<file path="src/hdl/assert_macros.svh">
`ifndef ASSERT_MACROS_SVH
`define ASSERT_MACROS_SVH

// Same-cycle implication checked on every rising edge outside reset.
`define LLWA_ASSERT_IMP(name, clk, rst, ante, cons) \
  name: assert property (@(posedge clk) disable iff (rst) (ante) |-> (cons)) \
    else $error("llwa: same-cycle check failed");

// Next-cycle implication checked on every rising edge outside reset.
`define LLWA_ASSERT_NEXT(name, clk, rst, ante, cons) \
  name: assert property (@(posedge clk) disable iff (rst) (ante) |=> (cons)) \
    else $error("llwa: next-cycle check failed");

`endif

</file>
<file path="src/hdl/llwa_pkg.sv">
package llwa_pkg;

  localparam int KEY_FIELD_BITS = 32;
  localparam int MAXW_BITS = 4;
  localparam logic [MAXW_BITS-1:0] MAXW_RESET = 4'd4;
  localparam int LOAD_BITS = 7;
  localparam logic [LOAD_BITS-1:0] LOAD_MAX = 7'd127;
  localparam int WIDX_OUT_BITS = 3;

  localparam logic REQ_ASSIGN = 1'b0;
  localparam logic REQ_RELEASE = 1'b1;

  typedef enum logic [2:0] {
    ST_OK       = 3'd0,
    ST_NULL     = 3'd1,
    ST_HELD     = 3'd2,
    ST_NOT_HELD = 3'd3,
    ST_FULL     = 3'd4
  } status_t;

  typedef enum logic [2:0] {
    S_CLEAR,
    S_IDLE,
    S_SCAN,
    S_DECIDE,
    S_COMMIT,
    S_DONE
  } state_t;

  typedef struct packed {
    logic load_req;
    logic cnt_clr;
    logic cnt_inc;
    logic clr_wr;
    logic scan_en;
    logic decide;
    logic commit;
    logic load_rsp;
  } cmd_t;

  typedef struct packed {
    logic clr_last;
    logic scan_last;
    logic rsp_free;
  } stat_t;

endpackage

</file>
<file path="src/hdl/llwa_req_if.sv">
interface llwa_req_if;
  import llwa_pkg::*;

  logic                      valid;
  logic                      ready;
  logic                      req_type;
  logic [KEY_FIELD_BITS-1:0] object_key;

  modport source (output valid, req_type, object_key, input ready);
  modport sink (input valid, req_type, object_key, output ready);
endinterface

</file>
<file path="src/hdl/llwa_rsp_if.sv">
interface llwa_rsp_if;
  import llwa_pkg::*;

  logic                     valid;
  logic                     ready;
  status_t                  status;
  logic [WIDX_OUT_BITS-1:0] worker_index;
  logic                     worker_opened;
  logic                     worker_retired;

  modport source (output valid, status, worker_index, worker_opened, worker_retired,
                  input ready);
  modport sink (input valid, status, worker_index, worker_opened, worker_retired,
                output ready);
endinterface

</file>
<file path="src/hdl/least_loaded_worker_assigner_core.sv">
// Channel   Dir   Handshake       Payload
// req       in    valid / ready   req_type, object_key
// rsp       out   valid / ready   status, worker_index, worker_opened, worker_retired
// cfg       in    cfg_we          cfg_wdata (max_workers)
//
// Each request makes one sequential pass over the object table memory, one entry per cycle,
// that also walks the worker pool.
// After reset a clearing pass over every entry empties the object table; req is not ready
// during it, while configuration writes are taken.
// A result that is not taken stays in the output register; the next request is accepted
// meanwhile and its result waits until that register is free.
module least_loaded_worker_assigner_core #(
  parameter int WORKERS  = 8,
  parameter int OBJECTS  = 64,
  parameter int KEY_BITS = 32
) (
  input  logic                           clk,
  input  logic                           rst,
  input  logic                           cfg_we,
  input  logic [llwa_pkg::MAXW_BITS-1:0] cfg_wdata,
  llwa_req_if.sink                       req,
  llwa_rsp_if.source                     rsp
);
  import llwa_pkg::*;

  cmd_t  cmd;
  stat_t stat;
  logic  req_ready;

  assign req.ready = req_ready;

  llwa_ctrl u_ctrl (
    .clk       (clk),
    .rst       (rst),
    .req_valid (req.valid),
    .req_ready (req_ready),
    .stat      (stat),
    .cmd       (cmd)
  );

  llwa_dp #(
    .WORKERS  (WORKERS),
    .OBJECTS  (OBJECTS),
    .KEY_BITS (KEY_BITS)
  ) u_dp (
    .clk        (clk),
    .rst        (rst),
    .cfg_we     (cfg_we),
    .cfg_wdata  (cfg_wdata),
    .req_type   (req.req_type),
    .object_key (req.object_key),
    .cmd        (cmd),
    .stat       (stat),
    .rsp        (rsp)
  );

endmodule

</file>
<file path="src/hdl/llwa_ctrl.sv">
`include "assert_macros.svh"

module llwa_ctrl (
  input  logic            clk,
  input  logic            rst,
  input  logic            req_valid,
  output logic            req_ready,
  input  llwa_pkg::stat_t stat,
  output llwa_pkg::cmd_t  cmd
);
  import llwa_pkg::*;

  state_t state, state_next;

  always_ff @(posedge clk) begin
    if (rst) begin
      state <= S_CLEAR;
    end else begin
      state <= state_next;
    end
  end

  always_comb begin
    cmd        = '0;
    req_ready  = 1'b0;
    state_next = state;
    unique case (state)
      S_CLEAR: begin
        cmd.clr_wr = 1'b1;
        if (stat.clr_last) begin
          cmd.cnt_clr = 1'b1;
          state_next  = S_IDLE;
        end else begin
          cmd.cnt_inc = 1'b1;
        end
      end
      S_IDLE: begin
        req_ready = 1'b1;
        if (req_valid) begin
          cmd.load_req = 1'b1;
          cmd.cnt_clr  = 1'b1;
          state_next   = S_SCAN;
        end
      end
      S_SCAN: begin
        cmd.scan_en = 1'b1;
        if (stat.scan_last) begin
          state_next = S_DECIDE;
        end else begin
          cmd.cnt_inc = 1'b1;
        end
      end
      S_DECIDE: begin
        cmd.decide = 1'b1;
        state_next = S_COMMIT;
      end
      S_COMMIT: begin
        cmd.commit = 1'b1;
        state_next = S_DONE;
      end
      S_DONE: begin
        // The result register may still hold the previous result.
        if (stat.rsp_free) begin
          cmd.load_rsp = 1'b1;
          state_next   = S_IDLE;
        end
      end
      default: begin
        state_next = S_CLEAR;
      end
    endcase
  end

  `LLWA_ASSERT_NEXT(a_accept_scan, clk, rst, req_valid && req_ready, state == S_SCAN)
  `LLWA_ASSERT_NEXT(a_commit_once, clk, rst, cmd.commit, !cmd.commit)
  `LLWA_ASSERT_IMP(a_rsp_room, clk, rst, cmd.load_rsp, stat.rsp_free && state == S_DONE)

endmodule

</file>
<file path="src/hdl/llwa_dp.sv">
`include "assert_macros.svh"

module llwa_dp #(
  parameter int WORKERS  = 8,
  parameter int OBJECTS  = 64,
  parameter int KEY_BITS = 32
) (
  input  logic                                clk,
  input  logic                                rst,
  input  logic                                cfg_we,
  input  logic [llwa_pkg::MAXW_BITS-1:0]      cfg_wdata,
  input  logic                                req_type,
  input  logic [llwa_pkg::KEY_FIELD_BITS-1:0] object_key,
  input  llwa_pkg::cmd_t                      cmd,
  output llwa_pkg::stat_t                     stat,
  llwa_rsp_if.source                          rsp
);
  import llwa_pkg::*;

  localparam int KW = (KEY_BITS < KEY_FIELD_BITS) ? KEY_BITS : KEY_FIELD_BITS;
  localparam int AW = (OBJECTS > 1) ? $clog2(OBJECTS) : 1;
  localparam int WW = (WORKERS > 1) ? $clog2(WORKERS) : 1;
  localparam int NW = $clog2(WORKERS + 1);
  localparam int SCAN_LAST = (OBJECTS > WORKERS) ? OBJECTS : WORKERS;
  localparam int CW = $clog2(SCAN_LAST + 1);
  localparam int LW = (NW > MAXW_BITS) ? NW : MAXW_BITS;

  localparam logic [CW-1:0] OBJ_C  = CW'(OBJECTS);
  localparam logic [CW-1:0] WRK_C  = CW'(WORKERS);
  localparam logic [CW-1:0] LAST_C = CW'(SCAN_LAST);
  localparam logic [CW-1:0] CLR_C  = CW'(OBJECTS - 1);

  typedef struct packed {
    logic          valid;
    logic [KW-1:0] key;
    logic [WW-1:0] worker;
  } entry_t;

  // Configuration.
  logic [MAXW_BITS-1:0] max_workers;

  // Object table and scan counter.
  entry_t        mem [OBJECTS];
  entry_t        rd_entry;
  logic          mem_we;
  logic [AW-1:0] mem_waddr;
  entry_t        mem_wdata;
  logic [CW-1:0] cnt, cnt_m1;

  // Worker pool.
  logic [WORKERS-1:0]   worker_active;
  logic [LOAD_BITS-1:0] worker_load [WORKERS];

  // Latched request.
  logic          req_rel;
  logic [KW-1:0] key;

  // Scan results.
  logic                 found, free;
  logic [AW-1:0]        found_idx, free_idx;
  logic [WW-1:0]        found_worker;
  logic [NW-1:0]        act_cnt;
  logic                 inact_ok, min_ok;
  logic [WW-1:0]        inact_idx, min_idx;
  logic [LOAD_BITS-1:0] min_load;
  logic                 obj_chk, wrk_chk;
  logic [WW-1:0]        wi;

  // Decision.
  logic [LW-1:0]        mw_ext, limit;
  logic                 open_ok;
  logic [WW-1:0]        a_w;
  logic [LOAD_BITS-1:0] a_old, a_load, r_old, r_load;
  status_t              status_c;

  status_t              dec_status;
  logic                 dec_assign, dec_opened, dec_retired;
  logic [WW-1:0]        dec_w;
  logic [LOAD_BITS-1:0] dec_load;
  logic [AW-1:0]        dec_slot;

  // Result register.
  logic                     rsp_valid;
  status_t                  rsp_status;
  logic [WIDX_OUT_BITS-1:0] rsp_windex;
  logic                     rsp_opened, rsp_retired;

  always_ff @(posedge clk) begin
    if (rst) begin
      max_workers <= MAXW_RESET;
    end else if (cfg_we) begin
      max_workers <= cfg_wdata;
    end
  end

  always_ff @(posedge clk) begin
    if (rst) begin
      cnt <= '0;
    end else if (cmd.cnt_clr) begin
      cnt <= '0;
    end else if (cmd.cnt_inc) begin
      cnt <= cnt + CW'(1);
    end
  end

  assign cnt_m1 = cnt - CW'(1);

  assign stat.clr_last  = (cnt == CLR_C);
  assign stat.scan_last = (cnt == LAST_C);
  assign stat.rsp_free  = !rsp_valid || rsp.ready;

  always_comb begin
    mem_we    = cmd.clr_wr || (cmd.commit && dec_status == ST_OK);
    mem_waddr = cmd.clr_wr ? cnt[AW-1:0] : dec_slot;
    mem_wdata = '0;
    if (cmd.commit && dec_assign) begin
      mem_wdata.valid  = 1'b1;
      mem_wdata.key    = key;
      mem_wdata.worker = dec_w;
    end
  end

  always_ff @(posedge clk) begin
    if (mem_we) begin
      mem[mem_waddr] <= mem_wdata;
    end
    if (cnt < OBJ_C) begin
      rd_entry <= mem[cnt[AW-1:0]];
    end
  end

  always_ff @(posedge clk) begin
    if (cmd.load_req) begin
      req_rel <= (req_type == REQ_RELEASE);
      key     <= object_key[KW-1:0];
    end
  end

  // Read data is registered, so the entry checked at count k is entry k-1.
  assign obj_chk = cmd.scan_en && (cnt != '0) && (cnt <= OBJ_C);
  assign wrk_chk = cmd.scan_en && (cnt < WRK_C);
  assign wi      = cnt[WW-1:0];

  always_ff @(posedge clk) begin
    if (cmd.load_req) begin
      found    <= 1'b0;
      free     <= 1'b0;
      act_cnt  <= '0;
      inact_ok <= 1'b0;
      min_ok   <= 1'b0;
    end else begin
      if (obj_chk) begin
        if (rd_entry.valid && rd_entry.key == key) begin
          found        <= 1'b1;
          found_idx    <= cnt_m1[AW-1:0];
          found_worker <= rd_entry.worker;
        end
        if (!rd_entry.valid && !free) begin
          free     <= 1'b1;
          free_idx <= cnt_m1[AW-1:0];
        end
      end
      if (wrk_chk) begin
        if (worker_active[wi]) begin
          act_cnt <= act_cnt + NW'(1);
          // Strict compare keeps the lowest index on a tie.
          if (!min_ok || worker_load[wi] < min_load) begin
            min_ok   <= 1'b1;
            min_idx  <= wi;
            min_load <= worker_load[wi];
          end
        end else if (!inact_ok) begin
          inact_ok  <= 1'b1;
          inact_idx <= wi;
        end
      end
    end
  end

  always_comb begin
    mw_ext = LW'(max_workers);
    if (max_workers == '0) begin
      limit = LW'(1);
    end else if (mw_ext > LW'(WORKERS)) begin
      limit = LW'(WORKERS);
    end else begin
      limit = mw_ext;
    end
    open_ok = (LW'(act_cnt) < limit) && inact_ok;
    a_w     = open_ok ? inact_idx : (min_ok ? min_idx : '0);
    a_old   = (open_ok || !min_ok) ? '0 : min_load;
    a_load  = (a_old < LOAD_MAX) ? a_old + LOAD_BITS'(1) : a_old;
    r_old   = worker_load[found_worker];
    r_load  = (r_old != '0) ? r_old - LOAD_BITS'(1) : '0;

    priority if (key == '0) begin
      status_c = ST_NULL;
    end else if (!req_rel && found) begin
      status_c = ST_HELD;
    end else if (!req_rel && !free) begin
      status_c = ST_FULL;
    end else if (req_rel && !found) begin
      status_c = ST_NOT_HELD;
    end else begin
      status_c = ST_OK;
    end
  end

  always_ff @(posedge clk) begin
    if (cmd.decide) begin
      dec_status  <= status_c;
      dec_assign  <= !req_rel;
      dec_w       <= req_rel ? found_worker : a_w;
      dec_load    <= req_rel ? r_load : a_load;
      dec_slot    <= req_rel ? found_idx : free_idx;
      dec_opened  <= !req_rel && open_ok;
      dec_retired <= req_rel && (r_load == '0);
    end
  end

  always_ff @(posedge clk) begin
    if (rst) begin
      worker_active <= '0;
      for (int i = 0; i < WORKERS; i++) begin
        worker_load[i] <= '0;
      end
    end else if (cmd.commit && dec_status == ST_OK) begin
      worker_load[dec_w]   <= dec_load;
      worker_active[dec_w] <= dec_assign || !dec_retired;
    end
  end

  always_ff @(posedge clk) begin
    if (rst) begin
      rsp_valid <= 1'b0;
    end else if (cmd.load_rsp) begin
      rsp_valid <= 1'b1;
    end else if (rsp.ready) begin
      rsp_valid <= 1'b0;
    end
  end

  always_ff @(posedge clk) begin
    if (cmd.load_rsp) begin
      rsp_status  <= dec_status;
      rsp_windex  <= (dec_status == ST_OK) ? WIDX_OUT_BITS'(dec_w) : '0;
      rsp_opened  <= (dec_status == ST_OK) && dec_opened;
      rsp_retired <= (dec_status == ST_OK) && dec_retired;
    end
  end

  assign rsp.valid          = rsp_valid;
  assign rsp.status         = rsp_status;
  assign rsp.worker_index   = rsp_windex;
  assign rsp.worker_opened  = rsp_opened;
  assign rsp.worker_retired = rsp_retired;

  `LLWA_ASSERT_IMP(a_act_bound, clk, rst, cmd.decide, act_cnt <= NW'(WORKERS))
  `LLWA_ASSERT_IMP(a_load_up, clk, rst, cmd.commit && dec_status == ST_OK && dec_assign, dec_load != '0)
  `LLWA_ASSERT_NEXT(a_rsp_set, clk, rst, cmd.load_rsp, rsp_valid && rsp_status == $past(dec_status))

endmodule

</file>
<file path="src/flat_wrapper.sv">
// flat-port wrapper written by rule: the top's interface ports become plain ports
module least_loaded_worker_assigner_core_flat import llwa_pkg::*;
#(
  parameter int WORKERS  = 8,
  parameter int OBJECTS  = 64,
  parameter int KEY_BITS = 32
)
  (clk, rst, cfg_we, cfg_wdata, req_valid, req_req_type, req_object_key, req_ready, rsp_valid, rsp_status, rsp_worker_index, rsp_worker_opened, rsp_worker_retired, rsp_ready);
  llwa_req_if req_i ();
  llwa_rsp_if rsp_i ();
  input  logic clk;
  input  logic rst;
  input  logic cfg_we;
  input  logic [llwa_pkg::MAXW_BITS-1:0] cfg_wdata;
  input wire logic [$bits(req_i.valid)-1:0] req_valid;
  input wire logic [$bits(req_i.req_type)-1:0] req_req_type;
  input wire logic [$bits(req_i.object_key)-1:0] req_object_key;
  output wire logic [$bits(req_i.ready)-1:0] req_ready;
  output wire logic [$bits(rsp_i.valid)-1:0] rsp_valid;
  output wire logic [$bits(rsp_i.status)-1:0] rsp_status;
  output wire logic [$bits(rsp_i.worker_index)-1:0] rsp_worker_index;
  output wire logic [$bits(rsp_i.worker_opened)-1:0] rsp_worker_opened;
  output wire logic [$bits(rsp_i.worker_retired)-1:0] rsp_worker_retired;
  input wire logic [$bits(rsp_i.ready)-1:0] rsp_ready;
  assign req_i.valid = req_valid;
  assign req_i.req_type = req_req_type;
  assign req_i.object_key = req_object_key;
  assign req_ready = req_i.ready;
  assign rsp_valid = rsp_i.valid;
  assign rsp_status = rsp_i.status;
  assign rsp_worker_index = rsp_i.worker_index;
  assign rsp_worker_opened = rsp_i.worker_opened;
  assign rsp_worker_retired = rsp_i.worker_retired;
  assign rsp_i.ready = rsp_ready;
  least_loaded_worker_assigner_core #(.WORKERS(WORKERS), .OBJECTS(OBJECTS), .KEY_BITS(KEY_BITS)) u_core (.clk(clk), .rst(rst), .cfg_we(cfg_we), .cfg_wdata(cfg_wdata), .req(req_i), .rsp(rsp_i));
endmodule
</file>
<file path="config.mk">
export PLATFORM = sky130hd
export DESIGN_NAME = least_loaded_worker_assigner_core_flat
export DESIGN_NICKNAME = d
export VERILOG_FILES = /design/src/hdl/llwa_pkg.sv /design/src/hdl/llwa_req_if.sv /design/src/hdl/llwa_rsp_if.sv /design/src/hdl/least_loaded_worker_assigner_core.sv /design/src/hdl/llwa_ctrl.sv /design/src/hdl/llwa_dp.sv /design/src/flat_wrapper.sv
export VERILOG_INCLUDE_DIRS = /design/src /design/src/hdl
export SDC_FILE = /design/constraint.sdc
export NUM_CORES = 2
export LEC_CHECK = 0
export BUFFER_PORTS_ARGS = -buffer_cell sky130_fd_sc_hd__buf_2
export CAP_MARGIN = 15
export CORE_UTILIZATION = 40
export CTS_CLUSTER_DIAMETER = 150
export DETAILED_ROUTE_END_ITERATION = 16
export PLACE_DENSITY = 0.64
export SYNTH_ARGS = -nofsm -noshare
export SYNTH_HDL_FRONTEND = slang
export SYNTH_SLANG_ARGS = --single-unit
</file>
<file path="constraint.sdc">
create_clock -name clk -period 8.8 [get_ports clk]
set_clock_uncertainty 0.15 [all_clocks]
set_input_delay 0 -clock clk [delete_from_list [all_inputs] [get_ports clk]]
set_output_delay 0 -clock clk [all_outputs]
set_load 0.02 [all_outputs]
</file>
; Word level (Yosys, flattened, before mapping)
; Memories as Yosys holds them, arrays and structs flattened. A register that Yosys moved wholly into a read port is not among the register bits.
; Cells that the tools add are included.
[word_totals]
reg_bits = 122
ramBits = 2360
out_inout_bits = 10
elab_cells = 165
memories = 2
[classes]
add_sub_neg = 5
magnitude_cmp = 10
n_eq_ne = 12
muxes = 54
n_bitwise = 3
reduce_logical = 49
[memory_table]
columns = name, words, width, rd, rd_ports_with_merged_regs, wr, line
row1 = u_core.u_dp.mem, 64, 36, 1, 1, 1, llwa_dp.sv:43  ; entry_t mem [OBJECTS];
row2 = u_core.u_dp.worker_load, 8, 7, 2, 2, 8, llwa_dp.sv:52  ; logic [LOAD_BITS-1:0] worker_load [WORKERS];
[op_table]
columns = cell, count
row1 = 2-to-1 mux 3 bit, 12
row2 = 2-to-1 mux 36 bit, 1
row3 = 2-to-1 mux 7 bit, 5
row4 = equality test 32 bit, 1
row5 = zero test 32 bit, 1
row6 = 2-to-1 mux 1 bit, 23
row7 = case mux 3 bit (6 select lines), 1
row8 = logical AND 1 bit, 16
row9 = "adder 7 x 1 -> 7 bit, second input constant", 2
row10 = "less-than comparator 7 bit, second input constant", 2
row11 = nonzero test 7 bit, 2
row12 = 2-to-1 mux 6 bit, 2
row13 = AND reduction 4 bit, 3
row14 = AND reduction 3 bit, 3
row15 = bitwise mux 8 bit, 1
row16 = "less-than comparator 3 x 4 -> 1 bit, second input constant", 2
row17 = 2-to-1 mux 4 bit, 2
row18 = AND reduction 2 bit, 4
row19 = "equality test 7 x 6 -> 1 bit, second input constant", 1
row20 = "equality test 7 bit, second input constant", 1
row21 = "less-or-equal comparator 7 bit, second input constant", 1
row22 = zero test 1 bit, 7
row23 = zero test 7 bit, 1
row24 = "less-than comparator 7 x 4 -> 1 bit, second input constant", 1
row25 = other kinds (23), 38

; Depth between registers and ports, before layout
[depth]
ltp_word = 10
mapped_depth = 10
ltp_nobuf = 8

; Hierarchy
; From an unflattened synthesis, not the netlist that was laid out.
[unflattened]
cells_unflattened = 4409
hier_area_um2 = 96973.0
[by_module_without_submodules]
columns = module, n_inst, cells_each, area_per_inst_um2
row1 = llwa_dp, 1, 4383, 96711.5
row2 = llwa_ctrl, 1, 26, 261.5

; Worst setup path before layout
; No wires, ideal clock.
[synth_path]
path_type = flip-flop to flip-flop
from = reg u_core.u_dp.cnt[2]
to = mem u_core.u_dp.mem[23][0] in the netlist's numbering, enable pin
setup_time_ps = 429
t_arrival_ps = 3240
path_slack_ps = 4981
path_stages_with_launch = 9
path_buffers = 4
cell_sequence = dfxtp_1 buf_2 buf_2 buf_2 buf_1 nand3_1 o21ai_0 nand2_1 nor2_1
[synth_via]
elab_chain_len = 1
[synth_rtl]
columns = item, line
row1 = from (decl), llwa_dp.sv:48  ; logic [CW-1:0] cnt, cnt_m1;
row2 = from (signal assigned), llwa_dp.sv:102  ; cnt <= cnt + CW'(1);
row3 = 2-to-1 mux 6 bit, llwa_dp.sv:114  ; mem_waddr = cmd.clr_wr ? cnt[AW-1:0] : dec_slot;
row4 = to (decl), llwa_dp.sv:43
; No other way between the ends.

; Worst setup path after layout
[layout_path]
from = reg u_core.u_dp.dec_status[1]
to = mem u_core.u_dp.mem[25][21] in the netlist's numbering, enable pin
[layout_via]
elab_chain_len = 5
[layout_rtl]
columns = item, line
row1 = from (decl), llwa_dp.sv:76  ; status_t dec_status;
row2 = from (signal assigned), llwa_dp.sv:211  ; dec_status <= status_c;
row3 = zero test 3 bit, llwa_dp.sv:113  ; mem_we = cmd.clr_wr || (cmd.commit && dec_status == ST_OK);
row4 = logical AND 1 bit, llwa_dp.sv:113
row5 = logical OR 1 bit, llwa_dp.sv:113
row6 = 2-to-1 mux 1 bit, llwa_dp.sv:124  ; if (mem_we) begin
row7 = 2-to-1 mux 1 bit (implied by the code), llwa_dp.sv:125  ; mem[mem_waddr] <= mem_wdata;
; No other way between the ends.

==> reports/qor.csv <==
stage,metric,value,unit
critical_path,crit_buf_inv,1,
sta,tightest_slew,1.38,ns
critical_path,criticalPathCategory,reg2reg,
pwr,p_leak,29.6,nW
floorplan,rows,181,
global_routing,grt_pass1_wl,354000,um
global_routing,grtUsageTotal,0.204,
yosys,yosys.area.top_type,edfxtp_1,
floorplan,ios,52,
sta,maxClockFrequency,0.201,GHz
pwr,cell_internal_pwr,0.0200,W
yosys,ys.flop_type,edfxtp_1,
critical_path,slowest_delay,0.87,ns
critical_path,worstReg2RegStart,u_core.u_dp.dec_status[1]$_SDFFCE_PP0N_,
yosys,yosys_warnings,0,
cells_and_area,final_common_cell,edfxtp_1,
cells_and_area,nNetsFinal,4659,
critical_path,cp_slowest_cell,nand3_1,
pwr,p_per_area,224,nW/um2
global_routing,overflow,0,
clock_tree,cts_tree,done,
sta,fin_hold_ws,0.128,ns
clock_tree,worstSkewPairLatency,0.92,ns
clock_tree,htreeDepth,5,
pwr,ir_worst_vdd,172,uV
min_path,hp-class,in2reg,
clock_tree,clk_pin_slew,0.06,ns
status,status,completed,
critical_path,worstSetupEndpointType,flip-flop,
pwr,swShare,0.208,
placement,portBuffers,51,
sta,setup_viol,0,
yosys,synth_nets,4320,
route,num_vias,47200,
global_routing,antenna_found_initial,10,
yosys,yosysSeqAreaShare,0.772,
critical_path,cp_max_fo,25,
yosys,synth_area_leaders,"edfxtp_1, mux4_2, dfxtp_1, and2_1, mux2i_1",
route,viasPerCell,5.90,
sta,tns,0,ns
run,maxCapViolCount,0,
placement,gp_congestion,0.862,
clock_tree,cts_made_buffers,275,
route,drt_iter0_drc,6366,
yosys,async_flop_share,0,
sta,slew_headroom,0.0705,
clock_tree,clock_sinks,2524,
global_routing,grt_max_degree,120,
sta,finalCritPeriodShare,0.565,
placement,dp_cells,7413,
sta,slew_violations,0,
sta,min_period,4.97,ns
sta,grt_setup_unrepaired,no,
critical_path,path_cells,"nor3_1, nand3_1, o22ai_1, nand2_1, nor2_4, buf_4",
critical_path,setup.worst_path.end,u_core.u_dp.mem[25][21]$_DFFE_PP_,
pwr,p_sw,0.00523,W
critical_path,cp.arrival,5.34,ns
floorplan,die_w,496,um
sta,finalHoldViolations,0,
floorplan,initial_core_util,0.402,
floorplan,fp.dieArea,246000,um2
cells_and_area,finalNonFillerCells,7993,
floorplan,die_h,496,um
global_routing,grt_pass1_vias,47200,
clock_tree,cts_buffer_depth,4,
route,route.detailed.drc,0,
clock_tree,ctsRootBufferMaster,clkbuf_16,
yosys,synth-edff-count,2487,
pwr,seq_power_share,0.525,
yosys,ys_types,67,
route,ant_nets,0,
pwr,p_comb_frac,0.042,
cells_and_area,drive_above_1_share,0.294,
yosys,yosysTopAreaCellShare,0.764,
critical_path,worstSetupStartpoint,u_core.u_dp.dec_status[1]$_SDFFCE_PP0N_,
cells_and_area,final_cell_mix,"edfxtp_1, mux4_2, clkbuf_16",
yosys,syn-instance-count,4263,
yosys,syn_area_per_cell,22.9,um2
critical_path,crit_required,9.17,ns
floorplan,core,243000,um2
critical_path,crit_family,simple AND/OR/NAND/NOR gates,
critical_path,reg2reg_to,u_core.u_dp.mem[25][21]$_DFFE_PP_,
sta,final.setup.worst_slack,3.83,ns
route,drtPass1Iterations,6,
critical_path,worst_setup_path_start_kind,flip-flop,
pwr,p_clk_frac,0.433,
placement,hpwlAfterDp,134000,um
yosys,synth_area,97700,um2
route,routed_wl,252000,um
critical_path,rrSetupSlack,3.83,ns
route,wl_per_cell,31.5,um
critical_path,rr_worst_depth,6,
placement,place_ws,3.94,ns
cells_and_area,fin_util,0.462,
critical_path,crit_cells,6,
clock_tree,post_cts_buffers,0,
yosys,ys_seq_elements,2524,
cells_and_area,syn2layout_area_growth,15.0,%
==> worst min path at each step <==
stage	from	cells past startpoint	slack [ns]	to
after floorplan	req_object_key[0]	0	-0.05	u_core.u_dp.key[0]$_DFFE_PP_
after global placement	req_object_key[23]	1	0.03	u_core.u_dp.key[23]$_DFFE_PP_
after detailed placement	req_object_key[23]	1	0.03	u_core.u_dp.key[23]$_DFFE_PP_
after CTS	req_valid	5	0.07	u_core.u_dp.inact_ok$_SDFFE_PP0P_
after global routing	req_valid	5	0.11	u_core.u_dp.inact_ok$_SDFFE_PP0P_
final	req_valid	4	0.13	u_core.u_dp.free$_SDFFE_PP0P_
==> flip-flops by register name (all words and copies together), names as in the netlist, 4 cells and up, named ones only <==
| name | flops |
|---|---|
| u_core.u_dp.mem | 2304 |
| u_core.u_dp.worker_load | 56 |
| u_core.u_dp.rd_entry | 36 |
| u_core.u_dp.key | 32 |
| u_core.u_dp.worker_active | 8 |
| u_core.u_dp.cnt | 7 |
| u_core.u_dp.dec_load | 7 |
| u_core.u_dp.min_load | 7 |
| u_core.u_dp.dec_slot | 6 |
| u_core.u_dp.found_idx | 6 |
| u_core.u_dp.free_idx | 6 |
| u_core.u_dp.act_cnt | 4 |
| u_core.u_dp.max_workers | 4 |
==> through the flow <==
step                      total power, W  instance area, um2
after detailed placement          0.0145              103000
after global placement            0.0145              103000
after floorplan                   0.0141               97700
after CTS                         0.0254              112000
after global routing              0.0258              112000
final                             0.0252              112000
==> synth_stat cells (27+ instances only) <==
cell type and instances:
nand2_1 93, dfxtp_1 37, buf_2 71, mux2i_1 56, edfxtp_1 2487, a22oi_1 51
buf_1 27, and2_1 102, clkbuf_1 91, mux4_2 713, nor2_1 103, a21oi_1 32
==> cells by family after synthesis <==
family / Yosys count / share of synthesized area
XOR/XNOR: 50 / 0.00448
multiplexers: 791 / 0.173
AND/OR/NAND/NOR: 429 / 0.0226
flip-flops: 2524 / 0.772
adder cells (fa/ha/maj): 15 / 0.00192
buffers and inverters: 245 / 0.0116
AO/OA/AOI/OAI: 209 / 0.0148
==> cell type report <==
| class | count | area, um2 |
|---|---|---|
| antenna | 1 | 2.50 |
| clock buffer | 346 | 7300 |
| clock inverter | 119 | 1050 |
| fill | 19700 | 131000 |
| inverter | 28 | 113 |
| multi-input combinational | 1494 | 21800 |
| sequential | 2524 | 75400 |
| tap | 3202 | 4010 |
| timing repair buffer | 279 | 2650 |
==> metal layers <==
| metal | GRT usage | vias up | wire (um) |
|---|---|---|---|
| li1 | - | 18800 | - |
| met1 | 0.289 | 25400 | 101000 |
| met2 | 0.315 | 2444 | 118000 |
| met3 | 0.0392 | 494 | 22800 |
| met4 | 0.0793 | 0 | 10100 |
| met5 | 0 | - | 0 |
==> power groups by stage <==
stage          sequential, W  combinational (W)  clock, W
3_5_place_dp          0.0135            0.00103         0
2_1_floorplan         0.0134           0.000711         0
5_1_grt               0.0132            0.00112    0.0115
4_1_cts               0.0132            0.00107    0.0111
6_report              0.0132            0.00106    0.0109
3_3_place_gp          0.0135            0.00103         0
==> worst reg2reg max path, cell delays in order (launching register included) <==
cell and delay (ns):
edfxtp_1 0.41, nor3_1 0.64, nand3_1 0.87, o22ai_1 0.69, nand2_1 0.56, nor2_4 0.67, buf_4 0.56
==> timing repair <==
item | CTS | global route
hold endpoints to repair | 128 | 0
hold buffers | 90 | 0
gates resized for setup | 0 | 0
(Power assumes the default switching activity.)
